**config.mk**
```make
export PLATFORM = sky130hd
export DESIGN_NAME = length_prefixed_packet_deframer
export DESIGN_NICKNAME = d
export VERILOG_FILES = /design/src/hdl/lppd_pkg.sv /design/src/hdl/length_prefixed_packet_deframer.sv /design/src/hdl/lppd_parse.sv /design/src/hdl/lppd_fifo.sv
export SDC_FILE = /design/constraint.sdc
export NUM_CORES = 1
export LEC_CHECK = 0
export BUFFER_PORTS_ARGS = -buffer_cell sky130_fd_sc_hd__buf_2
export CORE_MARGIN = 10
export CORE_UTILIZATION = 55
export DETAILED_ROUTE_END_ITERATION = 12
export GPL_ROUTABILITY_DRIVEN = 1
export PLACE_DENSITY = 0.71
export SLEW_MARGIN = 10
export SYNTH_ARGS = -nofsm -noshare
export SYNTH_HDL_FRONTEND = slang
export SYNTH_SLANG_ARGS = --single-unit
```
**constraint.sdc**
```tcl
create_clock -name clk -period 5.31 [get_ports clk]
set_input_delay 1.062 -clock clk [delete_from_list [all_inputs] [get_ports clk]]
set_output_delay 1.062 -clock clk [all_outputs]
set_load 0.05 [all_outputs]
```
**src/hdl/lppd_pkg.sv**
```systemverilog
package lppd_pkg;

  // one raw byte of the batch stream
  typedef struct packed {
    logic [7:0] data_byte;
    logic       last_in_batch;
  } lppd_in_t;

  // one result request
  typedef struct packed {
    logic [15:0] packet_opcode;
    logic [7:0]  payload_byte;
    logic        payload_valid;
    logic        packet_valid;
    logic        packet_end;
    logic        batch_end;
    logic        batch_error;
  } lppd_out_t;

  // request handed from the parser to the result queue
  typedef struct packed {
    logic      push;
    lppd_out_t data;
  } lppd_res_t;

  localparam int unsigned QUEUE_DEPTH = 4;
  localparam logic [7:0]  MIN_SIZE    = 8'd2;

endpackage

```
**src/hdl/length_prefixed_packet_deframer.sv**
```systemverilog
// length-prefixed packet deframer
// input channel: push / full with in_data {data_byte, last_in_batch}; a byte
//   is taken at a clock edge with push high and full low
// result channel: empty / pop with out_data; the oldest result request sits
//   on out_data while empty is low and leaves on an edge with pop high
// each batch starts with HEADER_BYTES skipped header bytes, then sub-packets
//   of a size byte, a little-endian opcode and size-2 payload bytes
// every payload byte gives one result tagged with its opcode; a packet with
//   no payload gives one result once its opcode is in; the final batch byte
//   always gives a result with batch_end, and batch_error set if the batch
//   was malformed (the consumer then drops the whole batch)
// each result is written into the queue at the clock edge that takes its byte
// throughput: one byte per cycle while full is low; the parser state update is the only loop
// the parser writes into a small result queue, so bytes keep flowing while
//   the receiver stalls until the queue fills, and then full rises
// reset (rst_n low, synchronous) empties the queue and returns the parser
//   to the start of a batch
module length_prefixed_packet_deframer
  import lppd_pkg::*;
#(
  parameter int unsigned HEADER_BYTES = 4
) (
  input  logic      clk,
  input  logic      rst_n,
  input  logic      push,
  output logic      full,
  input  lppd_in_t  in_data,
  output logic      empty,
  input  logic      pop,
  output lppd_out_t out_data
);

  logic      acc;
  lppd_res_t res;

  // a byte is taken whenever push is high and the queue has room
  assign acc = push & ~full;

  // front: header skip, size/opcode decode, error latch
  lppd_parse #(
    .HEADER_BYTES(HEADER_BYTES)
  ) u_parse (
    .clk    (clk),
    .rst_n  (rst_n),
    .acc    (acc),
    .in_data(in_data),
    .res    (res)
  );

  // back: result queue toward the consumer
  lppd_fifo u_fifo (
    .clk     (clk),
    .rst_n   (rst_n),
    .res     (res),
    .full    (full),
    .empty   (empty),
    .pop     (pop),
    .out_data(out_data)
  );

`ifndef SYNTHESIS
  // a batch-final byte always leaves a request in the queue
  a_last_gives_result: assert property (@(posedge clk) disable iff (!rst_n)
    push && !full && in_data.last_in_batch |=> !empty)
    else $error("batch end byte produced no result");

  // error only rides on a batch end request
  a_err_with_end: assert property (@(posedge clk) disable iff (!rst_n)
    !empty && out_data.batch_error |-> out_data.batch_end)
    else $error("batch_error without batch_end");

  // payload data only inside a packet
  a_payload_in_packet: assert property (@(posedge clk) disable iff (!rst_n)
    !empty && out_data.payload_valid |-> out_data.packet_valid)
    else $error("payload_valid without packet_valid");

  // queue cannot be full and empty at once
  a_full_empty: assert property (@(posedge clk) disable iff (!rst_n)
    !(full && empty))
    else $error("queue full and empty together");
`endif

endmodule

```
**src/hdl/lppd_parse.sv**
```systemverilog
module lppd_parse
  import lppd_pkg::*;
#(
  parameter int unsigned HEADER_BYTES = 4
) (
  input  logic      clk,
  input  logic      rst_n,
  input  logic      acc,
  input  lppd_in_t  in_data,
  output lppd_res_t res
);

  localparam int unsigned HC_W = (HEADER_BYTES > 0) ? $clog2(HEADER_BYTES + 1) : 1;

  typedef enum logic [2:0] {
    PH_HEADER  = 3'd0,
    PH_SIZE    = 3'd1,
    PH_OPLO    = 3'd2,
    PH_OPHI    = 3'd3,
    PH_PAYLOAD = 3'd4,
    PH_DISCARD = 3'd5
  } phase_t;

  localparam phase_t START_PHASE = (HEADER_BYTES > 0) ? PH_HEADER : PH_SIZE;

  phase_t            phase_r, phase_nxt;
  logic [HC_W-1:0]   hc_r, hc_nxt;
  logic [HC_W:0]     hc_inc;
  logic [7:0]        rem_r, rem_nxt, rem_dec;
  logic [15:0]       opc_r, opc_nxt;
  logic              err_r, err_nxt;
  logic              emit;
  lppd_out_t         r;

  assign hc_inc  = {1'b0, hc_r} + (HC_W + 1)'(1);
  assign rem_dec = rem_r - 8'd1;

  always_comb begin
    phase_nxt = phase_r;
    hc_nxt    = hc_r;
    rem_nxt   = rem_r;
    opc_nxt   = opc_r;
    err_nxt   = err_r;
    emit      = 1'b0;
    r         = '0;
    unique case (phase_r)
      PH_HEADER: begin
        hc_nxt = hc_inc[HC_W-1:0];
        if (hc_inc >= (HC_W + 1)'(HEADER_BYTES)) begin
          phase_nxt = PH_SIZE;
        end
      end
      PH_SIZE: begin
        if (in_data.data_byte < MIN_SIZE) begin
          err_nxt   = 1'b1;
          phase_nxt = PH_DISCARD;
        end else begin
          rem_nxt   = in_data.data_byte;
          phase_nxt = PH_OPLO;
        end
      end
      PH_OPLO: begin
        opc_nxt   = {8'd0, in_data.data_byte};
        rem_nxt   = rem_dec;
        phase_nxt = PH_OPHI;
      end
      PH_OPHI: begin
        opc_nxt = {in_data.data_byte, opc_r[7:0]};
        rem_nxt = rem_dec;
        if (rem_dec == 8'd0) begin
          emit            = 1'b1;
          r.packet_valid  = 1'b1;
          r.packet_end    = 1'b1;
          r.packet_opcode = {in_data.data_byte, opc_r[7:0]};
          phase_nxt       = PH_SIZE;
        end else begin
          phase_nxt = PH_PAYLOAD;
        end
      end
      PH_PAYLOAD: begin
        emit            = 1'b1;
        r.packet_valid  = 1'b1;
        r.payload_valid = 1'b1;
        r.payload_byte  = in_data.data_byte;
        r.packet_opcode = opc_r;
        rem_nxt         = rem_dec;
        if (rem_dec == 8'd0) begin
          r.packet_end = 1'b1;
          phase_nxt    = PH_SIZE;
        end
      end
      default: begin
        // discard phase and unused codes: ignore the byte
      end
    endcase

    if (in_data.last_in_batch) begin
      emit          = 1'b1;
      r.batch_end   = 1'b1;
      r.batch_error = err_nxt | (phase_nxt != PH_SIZE);
      phase_nxt     = START_PHASE;
      hc_nxt        = '0;
      rem_nxt       = '0;
      opc_nxt       = '0;
      err_nxt       = 1'b0;
    end
  end

  assign res.push = acc & emit;
  assign res.data = r;

  always_ff @(posedge clk) begin
    if (!rst_n) begin
      phase_r <= START_PHASE;
      hc_r    <= '0;
      rem_r   <= '0;
      opc_r   <= '0;
      err_r   <= 1'b0;
    end else if (acc) begin
      phase_r <= phase_nxt;
      hc_r    <= hc_nxt;
      rem_r   <= rem_nxt;
      opc_r   <= opc_nxt;
      err_r   <= err_nxt;
    end
  end

endmodule

```
**src/hdl/lppd_fifo.sv**
```systemverilog
module lppd_fifo
  import lppd_pkg::*;
(
  input  logic      clk,
  input  logic      rst_n,
  input  lppd_res_t res,
  output logic      full,
  output logic      empty,
  input  logic      pop,
  output lppd_out_t out_data
);

  localparam int unsigned PTR_W = $clog2(QUEUE_DEPTH);
  localparam int unsigned CNT_W = $clog2(QUEUE_DEPTH + 1);

  lppd_out_t        mem [QUEUE_DEPTH];
  logic [PTR_W-1:0] wr_ptr_r, rd_ptr_r;
  logic [CNT_W-1:0] cnt_r;
  logic             do_wr, do_rd;

  assign full     = (cnt_r == CNT_W'(QUEUE_DEPTH));
  assign empty    = (cnt_r == '0);
  assign do_wr    = res.push & ~full;
  assign do_rd    = pop & ~empty;
  assign out_data = mem[rd_ptr_r];

  always_ff @(posedge clk) begin
    if (do_wr) begin
      mem[wr_ptr_r] <= res.data;
    end
  end

  always_ff @(posedge clk) begin
    if (!rst_n) begin
      wr_ptr_r <= '0;
      rd_ptr_r <= '0;
      cnt_r    <= '0;
    end else begin
      if (do_wr) begin
        wr_ptr_r <= (wr_ptr_r == PTR_W'(QUEUE_DEPTH - 1)) ? '0 : wr_ptr_r + PTR_W'(1);
      end
      if (do_rd) begin
        rd_ptr_r <= (rd_ptr_r == PTR_W'(QUEUE_DEPTH - 1)) ? '0 : rd_ptr_r + PTR_W'(1);
      end
      unique case ({do_wr, do_rd})
        2'b10:   cnt_r <= cnt_r + CNT_W'(1);
        2'b01:   cnt_r <= cnt_r - CNT_W'(1);
        default: cnt_r <= cnt_r;
      endcase
    end
  end

endmodule
```
==> results.json, run 1 <==
{
  "gp_congestion": 0.840,
  "yosysTopAreaCellShare_pct": 53.8,
  "final_cell_mix": "116 x edfxtp_1, 43 x buf_2, 39 x dfxtp_1, 35 x nor2_1, 29 x mux4_2",
  "grt_max_degree": 30,
  "syn-cell-area_um2": 6470,
  "status": "completed",
  "setup.worst_path.start_class": "flip-flop",
  "rsz0062_at_grt": "no",
  "cts_buffer_depth": 2,
  "drive_gt1_share_pct": 26.5,
  "clock-sinks": 156,
  "antenna_found_initial": 0,
  "multi_input_area_um2": 2040,
  "arrival_ps": 3630,
  "cts_buffers": 17,
  "crit_type": "flip-flop to flip-flop",
  "pin_count": 44,
  "yosysUniqueCellTypes": 59,
  "clk_latency_ps": 410,
  "post_drt_wl_per_cell_um": 21.0,
  "fp.coreArea_um2": 11500,
  "start_util_pct": 56.4,
  "leakage_nw": 2.58,
  "areaGrowthSynthToFinish_pct": 14.6,
  "regArea_um2": 4290,
  "synth_seq_cells": 156,
  "cts_resized": 0,
  "hold_violations": 0,
  "power.density_nw_per_um2": 438,
  "final_common_cell": "edfxtp_1",
  "clk_pin_slew_ps": 60,
  "ctsHoldBuffers": 0,
  "die_area_um2": 16500,
  "dr.pass1.iters": 5,
  "hp-class": "flip-flop to flip-flop",
  "die_x_um": 128,
  "post-dp-hpwl_um": 8620,
  "fin_crit_sh_pct": 66.5,
  "synth_top_cell_by_area": "edfxtp_1",
  "portBuffers": 43,
  "stdcell_count": 626,
  "grt_util_all_layers_pct": 16.8,
  "max_freq_ghz": 0.283,
  "synthArstFlopShare_pct": 0,
  "via_per_inst": 6.15,
  "peakVddDrop_mv": 0.357,
  "dpl.cell_count": 594,
  "critPathMaxFanout": 15,
  "fp.dieH_um": 128,
  "worst_slack_ps": 1780,
  "synthFlopType": "edfxtp_1",
  "final_area_um2": 7410,
  "drtIter0Drc": 277,
  "postCtsSetupBuffers": 0,
  "syn_nets": 443,
  "period_needed_ps": 3530,
  "num_rows": 39,
  "n_antenna_cell": 0,
  "critPathRequiredTime_ps": 5410,
  "synth-edff-count": 116,
  "root_buffer": "clkbuf_16",
  "setup_viol": 0,
  "ant_nets": 0,
  "yosysWarningCount": 0,
  "pre_cts_ws_ps": 1800,
  "grt_pass1_wl_um": 21500,
  "grt_overflow": 0,
  "wl_um": 13200,
  "htree_levels": 4,
  "yosysSeqAreaShare_pct": 66.2,
  "avgSynthCellArea_um2": 15.4,
  "grt_pass1_vias": 4032,
  "report.final.slew_viol_count": 0,
  "netlist_instances": 420,
  "num_vias": 3848,
  "nets": 493,
  "yosys-top-cells-area": "edfxtp_1 54%, dfxtp_1 12%, mux4_2 10%",
  "drc": 0,
  "fin_util_pct": 64.6,
  "tightestPinTransition_ps": 1060,
  "critPathCaptureType": "flip-flop",
  "cts_tree": "built",
  "setup_tns_ps": 0,
  "drv_cap": 0,
  "relSlewSlack_pct": 29.4,
  "placed_cell_area_um2": 6820,
  "finClkSkew_ps": 6.75,
  "fill_cells": 788
}
-- path summary, 6_finish.rpt --
path                                       start                to  slack (ps)  cells after the start
worst max-delay path            u_parse.rem_r[0]  u_fifo.mem[1][1]        1780                      8
worst min-delay path             u_parse.hc_r[0]   u_parse.hc_r[0]         490                      2
worst max register to register  u_parse.rem_r[0]  u_fifo.mem[1][1]        1780                      8
worst min register to register   u_parse.hc_r[0]   u_parse.hc_r[0]         490                      2
-- metal layers --
layer / share of wire, % / vias up / wire length [um] / global-route usage (%)
met2: 51 / 115 / 6680 / 27.6
met3: 4.9 / 21 / 651 / 3.90
met5: 0 / - / 0 / 0
li1: - / 1740 / - / -
met4: 1.8 / 0 / 232 / 6.69
met1: 42 / 1972 / 5590 / 21.0
-- registers in the layout (all words and copies together), names as in the netlist, named ones only --
signal and flops:
u_parse.rem_r 8, u_fifo.rd_ptr_r 2, u_parse.opc_r 16, u_parse.phase_r 3, u_fifo.wr_ptr_r 2, u_fifo.mem 116, u_parse.err_r 1, u_parse.hc_r 3
u_fifo.cnt_r 3
-- area by class of cell --
| type | instances | area share (%) |
|---|---|---|
| sequential | 156 | 57.8 |
| multi-input combinational | 231 | 27.5 |
| clock buffer | 22 | 6.57 |
| timing repair buffer | 48 | 3.41 |
| tap | 143 | 2.41 |
| clock inverter | 10 | 1.47 |
| inverter | 16 | 0.844 |
-- synth_stat cells (4+ instances only) --
master	count
edfxtp_1	116
a22o_1	8
nand2b_1	4
mux4_2	29
dfxtp_1	40
buf_2	8
nand3_1	8
nand2_1	7
nor2_1	35
o221ai_1	4
a21oi_1	19
clkbuf_1	7
o21ai_0	7
o21ai_1	5
inv_1	14
a22oi_1	17
nor3_1	9
and2_1	21
ha_1	9
-- critical path: stages, from the launching register on --
cell and delay, ps:
dfxtp_1 410, inv_1 90, ha_1 250, xnor2_1 210, nand4bb_1 200, o21ai_1 720, o21a_2 300, and2_1 650
buf_4 370
-- cell families (layout without fill, tap and decap cells) --
kind of cell    Yosys count  after routing  synth area share [%]
fa+ha+maj                10             10                  2.05
buf+inv                  33             96                  2.28
xor+xnor                  4              4                 0.542
simple gates            104            104                  9.11
mux                      32             32                  10.6
compound gates           81             81                  9.23
flops                   156            156                  66.2
-- where the power goes --
part           switching [mW]  internal (mW)  leakage (nW)
clock network           0.458          0.746         0.295
registers              0.0671           1.35          1.42
logic                   0.421          0.209         0.862
-- stage by stage --
step                      power, mW  hold slack [ps]
after CTS                      3.28              484
after global placement         2.08              467
after detailed placement       2.08              475
final                          3.25              489
after global routing           3.37              522
after floorplan                1.94              454
Note: power is estimated with default switching activity, not from simulation.
==> inputs of run 2 (changes only) <==
==> constraint.sdc (replaced) <==
create_clock -name clk -period 3.44 [get_ports clk]
set_input_delay 0.688 -clock clk [delete_from_list [all_inputs] [get_ports clk]]
set_output_delay 0.688 -clock clk [all_outputs]
set_load 0.05 [all_outputs]
==> results.json, run 2 (same netlist as run 1, synthesis figures left out) <==
{
  "setup.worst_path.start_class": "flip-flop",
  "final_common_cell": "edfxtp_1",
  "die_x_um": 128,
  "fin_crit_sh_pct": 81.3,
  "fill_cells": 792,
  "status": "completed",
  "die_area_um2": 16500,
  "power.density_nw_per_um2": 651,
  "regMostFlops": "u_fifo.mem",
  "critPathCaptureType": "flip-flop",
  "grt_pass1_vias": 3882,
  "hp-class": "flip-flop to flip-flop",
  "postCtsSetupBuffers": 0,
  "root_buffer": "clkbuf_16",
  "tightestPinTransition_ps": 784,
  "cts_buffer_depth": 2,
  "peakVddDrop_mv": 0.416,
  "pin_count": 44,
  "setup_viol": 0,
  "ff2ff_path_depth": 13,
  "drv_cap": 0,
  "grt_max_degree": 30,
  "drtIter0Drc": 369,
  "crit_type": "flip-flop to flip-flop",
  "post_drt_wl_per_cell_um": 20.1,
  "top_regs": "u_fifo.mem (116), u_parse.opc_r (16), u_parse.rem_r (8)",
  "worst_slack_ps": 644,
  "start_util_pct": 56.4,
  "hold_violations": 0,
  "arrival_ps": 3120,
  "grt_pass1_wl_um": 20900,
  "critPathMaxFanout": 7,
  "cts_tree": "built",
  "drc": 0,
  "gp_congestion": 0.863,
  "num_rows": 39,
  "clk_latency_ps": 420,
  "post-dp-hpwl_um": 8460,
  "dr.pass1.iters": 5,
  "num_vias": 3763,
  "max_freq_ghz": 0.358,
  "nets": 500,
  "setup_tns_ps": 0,
  "areaGrowthSynthToFinish_pct": 14.4,
  "finClkSkew_ps": 10.3,
  "whs_path_depth": 2,
  "report.final.slew_viol_count": 0,
  "leakage_nw": 2.57,
  "drive_gt1_share_pct": 26.6,
  "period_needed_ps": 2800,
  "relSlewSlack_pct": 47.4,
  "clock-sinks": 156,
  "rsz0062_at_grt": "no",
  "largest_reg_flops": 116,
  "fp.coreArea_um2": 11500,
  "htree_levels": 4,
  "pre_cts_ws_ps": 659,
  "via_per_inst": 5.95,
  "antenna_found_initial": 0,
  "n_antenna_cell": 0,
  "portBuffers": 43,
  "ant_nets": 0,
  "fp.dieH_um": 128,
  "cts_buffers": 17,
  "final_cell_mix": "116 x edfxtp_1, 43 x buf_2, 39 x dfxtp_1, 35 x nor2_1, 29 x mux4_2",
  "cts_resized": 0,
  "wl_um": 12700,
  "critPathRequiredTime_ps": 3760,
  "grt_util_all_layers_pct": 16.4,
  "clk_pin_slew_ps": 60,
  "grt_overflow": 0,
  "ctsHoldBuffers": 0
}
==> run 2: cell types whose count changed in the layout (fill, tap and decap cells not counted), sizes merged <==
cell and delta:
clkbuf -1, clkinv +2, buf +7, bufinv -1, clkinvlp +1, inv -2
==> run 2: critical path, cell delays in order, from the launching register on <==
cell       delay, ps
dfxtp_1          410
inv_1             80
ha_1             250
xnor2_1          160
nand4bb_1        160
o21ai_1           90
o21a_2           260
inv_1             70
ha_1             180
inv_1             60
fa_1             370
xor2_1           150
or3_1            310
a21oi_1          140
==> run 2: through the flow <==
stage | power [mW] | utilization, % | hold slack, ps | std cells | instance area (um^2)
after global routing | 5.01 | 64.5 | 539 | 632 | 7400
final | 4.81 | 64.5 | 487 | 632 | 7400
after global placement | 3.22 | 60.0 | 467 | 601 | 6880
after detailed placement | 3.24 | 60.0 | 480 | 601 | 6880
after CTS | 4.87 | 64.5 | 489 | 632 | 7400
after floorplan | 2.99 | - | 454 | 420 | 6470
==> run 2: final cells by class <==
cell class / instances / area (um^2) / area share, %
Clock buffer: 21 / 440 / 5.95
Clock inverter: 10 / 76.3 / 1.03
Inverter: 16 / 62.6 / 0.846
Multi-Input combinational cell: 231 / 2040 / 27.5
Sequential cell: 156 / 4290 / 57.9
Tap cell: 143 / 179 / 2.42
Timing Repair Buffer: 55 / 318 / 4.30
==> run 2: final timing paths <==
check,start,endpoint,slack (ps)
worst max-delay path,u_parse.rem_r[0],u_fifo.cnt_r[2],640
worst max register to register,u_parse.rem_r[0],u_fifo.cnt_r[2],640
worst min-delay path,u_parse.hc_r[0],u_parse.hc_r[0],490
worst min register to register,u_parse.hc_r[0],u_parse.hc_r[0],490
==> run 2: metal layers <==
layer	part of all wire, %	vias to the layer above	routed length, um	GRT usage, %
met4	1.2	0	157	6.23
met5	0	-	0	0
li1	-	1754	-	-
met2	51	112	6430	26.4
met3	6.2	17	786	4.64
met1	42	1880	5350	20.6
==> run 2: report_power, final <==
part / switching, mW / internal [mW]
clock: 0.666 / 0.975
combinational: 0.694 / 0.338
sequential: 0.0624 / 2.08
total: 1.42 / 3.39
==> inputs of run 3 (changes only) <==
==> constraint.sdc (replaced) <==
create_clock -name clk -period 2.7 [get_ports clk]
set_input_delay 0.54 -clock clk [delete_from_list [all_inputs] [get_ports clk]]
set_output_delay 0.54 -clock clk [all_outputs]
set_load 0.05 [all_outputs]
==> results.json, run 3 (same netlist as run 1, synthesis figures left out) <==
{
  "n_antenna_cell": 0,
  "critPathMaxFanout": 4,
  "finClkSkew_ps": 11.5,
  "grt_max_degree": 30,
  "wl_um": 13200,
  "regMostFlops": "u_fifo.mem",
  "die_area_um2": 16500,
  "report.final.slew_viol_count": 0,
  "final_common_cell": "edfxtp_1",
  "critPathCaptureType": "flip-flop",
  "cts_tree": "built",
  "portBuffers": 43,
  "start_util_pct": 56.4,
  "drive_gt1_share_pct": 29.6,
  "grt_overflow": 0,
  "hp-class": "flip-flop to flip-flop",
  "post-dp-hpwl_um": 8420,
  "drv_cap": 0,
  "top_regs": "u_fifo.mem (116), u_parse.opc_r (16), u_parse.rem_r (8)",
  "post_drt_wl_per_cell_um": 20.5,
  "fp.coreArea_um2": 11500,
  "cts_buffers": 17,
  "grt_util_all_layers_pct": 16.4,
  "fin_crit_sh_pct": 94.0,
  "final_area_um2": 7600,
  "grt_pass1_vias": 3944,
  "areaGrowthSynthToFinish_pct": 17.5,
  "clk_pin_slew_ps": 60,
  "max_freq_ghz": 0.394,
  "arrival_ps": 2890,
  "clk_latency_ps": 420,
  "fill_cells": 771,
  "leakage_nw": 2.67,
  "relSlewSlack_pct": 56.1,
  "drtIter0Drc": 513,
  "ant_nets": 0,
  "critPathRequiredTime_ps": 3060,
  "num_rows": 39,
  "antenna_found_initial": 0,
  "peakVddDrop_mv": 0.461,
  "setup_viol": 0,
  "final_cell_mix": "116 x edfxtp_1, 43 x buf_2, 38 x dfxtp_1, 35 x nor2_1, 29 x mux4_2",
  "power.density_nw_per_um2": 861,
  "hold_violations": 0,
  "clock-sinks": 156,
  "htree_levels": 4,
  "fp.dieH_um": 128,
  "largest_reg_flops": 116,
  "num_vias": 3856,
  "nets": 507,
  "tightestPinTransition_ps": 656,
  "gp_congestion": 0.921,
  "pin_count": 44,
  "dr.pass1.iters": 5,
  "setup.worst_path.start_class": "flip-flop",
  "via_per_inst": 6.03,
  "root_buffer": "clkbuf_16",
  "cts_buffer_depth": 2,
  "drc": 0,
  "status": "completed",
  "crit_type": "flip-flop to flip-flop",
  "die_x_um": 128,
  "grt_pass1_wl_um": 21000,
  "setup_tns_ps": 0,
  "placed_cell_area_um2": 6960,
  "period_needed_ps": 2540,
  "rsz0062_at_grt": "no"
}
==> run 3: area by class of cell <==
class,instances,area (um^2),area share [%]
repair buffers,62,395,5.20
multi-input cells,231,2040,26.9
well taps,143,179,2.35
clock inverters,9,133,1.75
clock buffers,23,498,6.55
inverters,16,62.6,0.823
flip-flops and latches,156,4290,56.4
==> run 3: repair_timing <==
action / in CTS / in global routing
hold endpoints to repair: 0 / 0
endpoints found under the setup margin: 0 / 1
resized for setup: 0 / 2
buffers inserted: 0 / 1
hold buffers: 0 / 0
==> run 3: worst paths after layout <==
check | end | slack, ps | start | cells after the start
hold reg to reg | u_parse.rem_r[1] | 480 | u_parse.rem_r[1] | 2
setup / recovery | u_fifo.cnt_r[2] | 160 | u_parse.rem_r[1] | 13
setup reg to reg | u_fifo.cnt_r[2] | 160 | u_parse.rem_r[1] | 13
hold / removal | u_parse.rem_r[1] | 480 | u_parse.rem_r[1] | 2
==> run 3: through the flow <==
step / setup WS (ps) / total power [mW] / utilization [%] / cells / hold WS (ps)
6_report: 162 / 6.55 / 66.3 / 640 / 481
5_1_grt: 23.3 / 6.77 / 66.3 / 640 / 512
4_1_cts: 73.0 / 6.62 / 66.2 / 639 / 476
3_5_place_dp: 84.6 / 4.14 / 60.7 / 607 / 485
3_3_place_gp: 195 / 4.12 / 60.7 / 607 / 465
2_1_floorplan: 173 / 3.82 / - / 420 / 454
==> run 3: where the power goes <==
part	internal, mW	total, mW	switching (mW)
logic	0.450	1.37	0.924
clock network	1.58	2.48	0.898
registers	2.65	2.70	0.0483
total	4.68	6.55	1.87
==> run 3: per-layer routing <==
layer	vias to the layer above	GRT usage, %	wire, um	share of wire, %
met5	-	0	0	0
met4	0	6.62	199	1.5
met2	125	26.8	6580	50
met3	15	4.48	741	5.6
li1	1771	-	-	-
met1	1945	20.5	5630	43
==> run 3: critical path, stage by stage (launching register included) <==
cell,delay (ps)
dfxtp_2,340
inv_1,70
ha_2,200
xnor2_1,140
nand4bb_1,150
o21ai_1,100
o21a_2,210
inv_1,50
ha_1,170
inv_1,60
fa_1,370
xor2_1,160
or3_1,310
a21oi_1,140
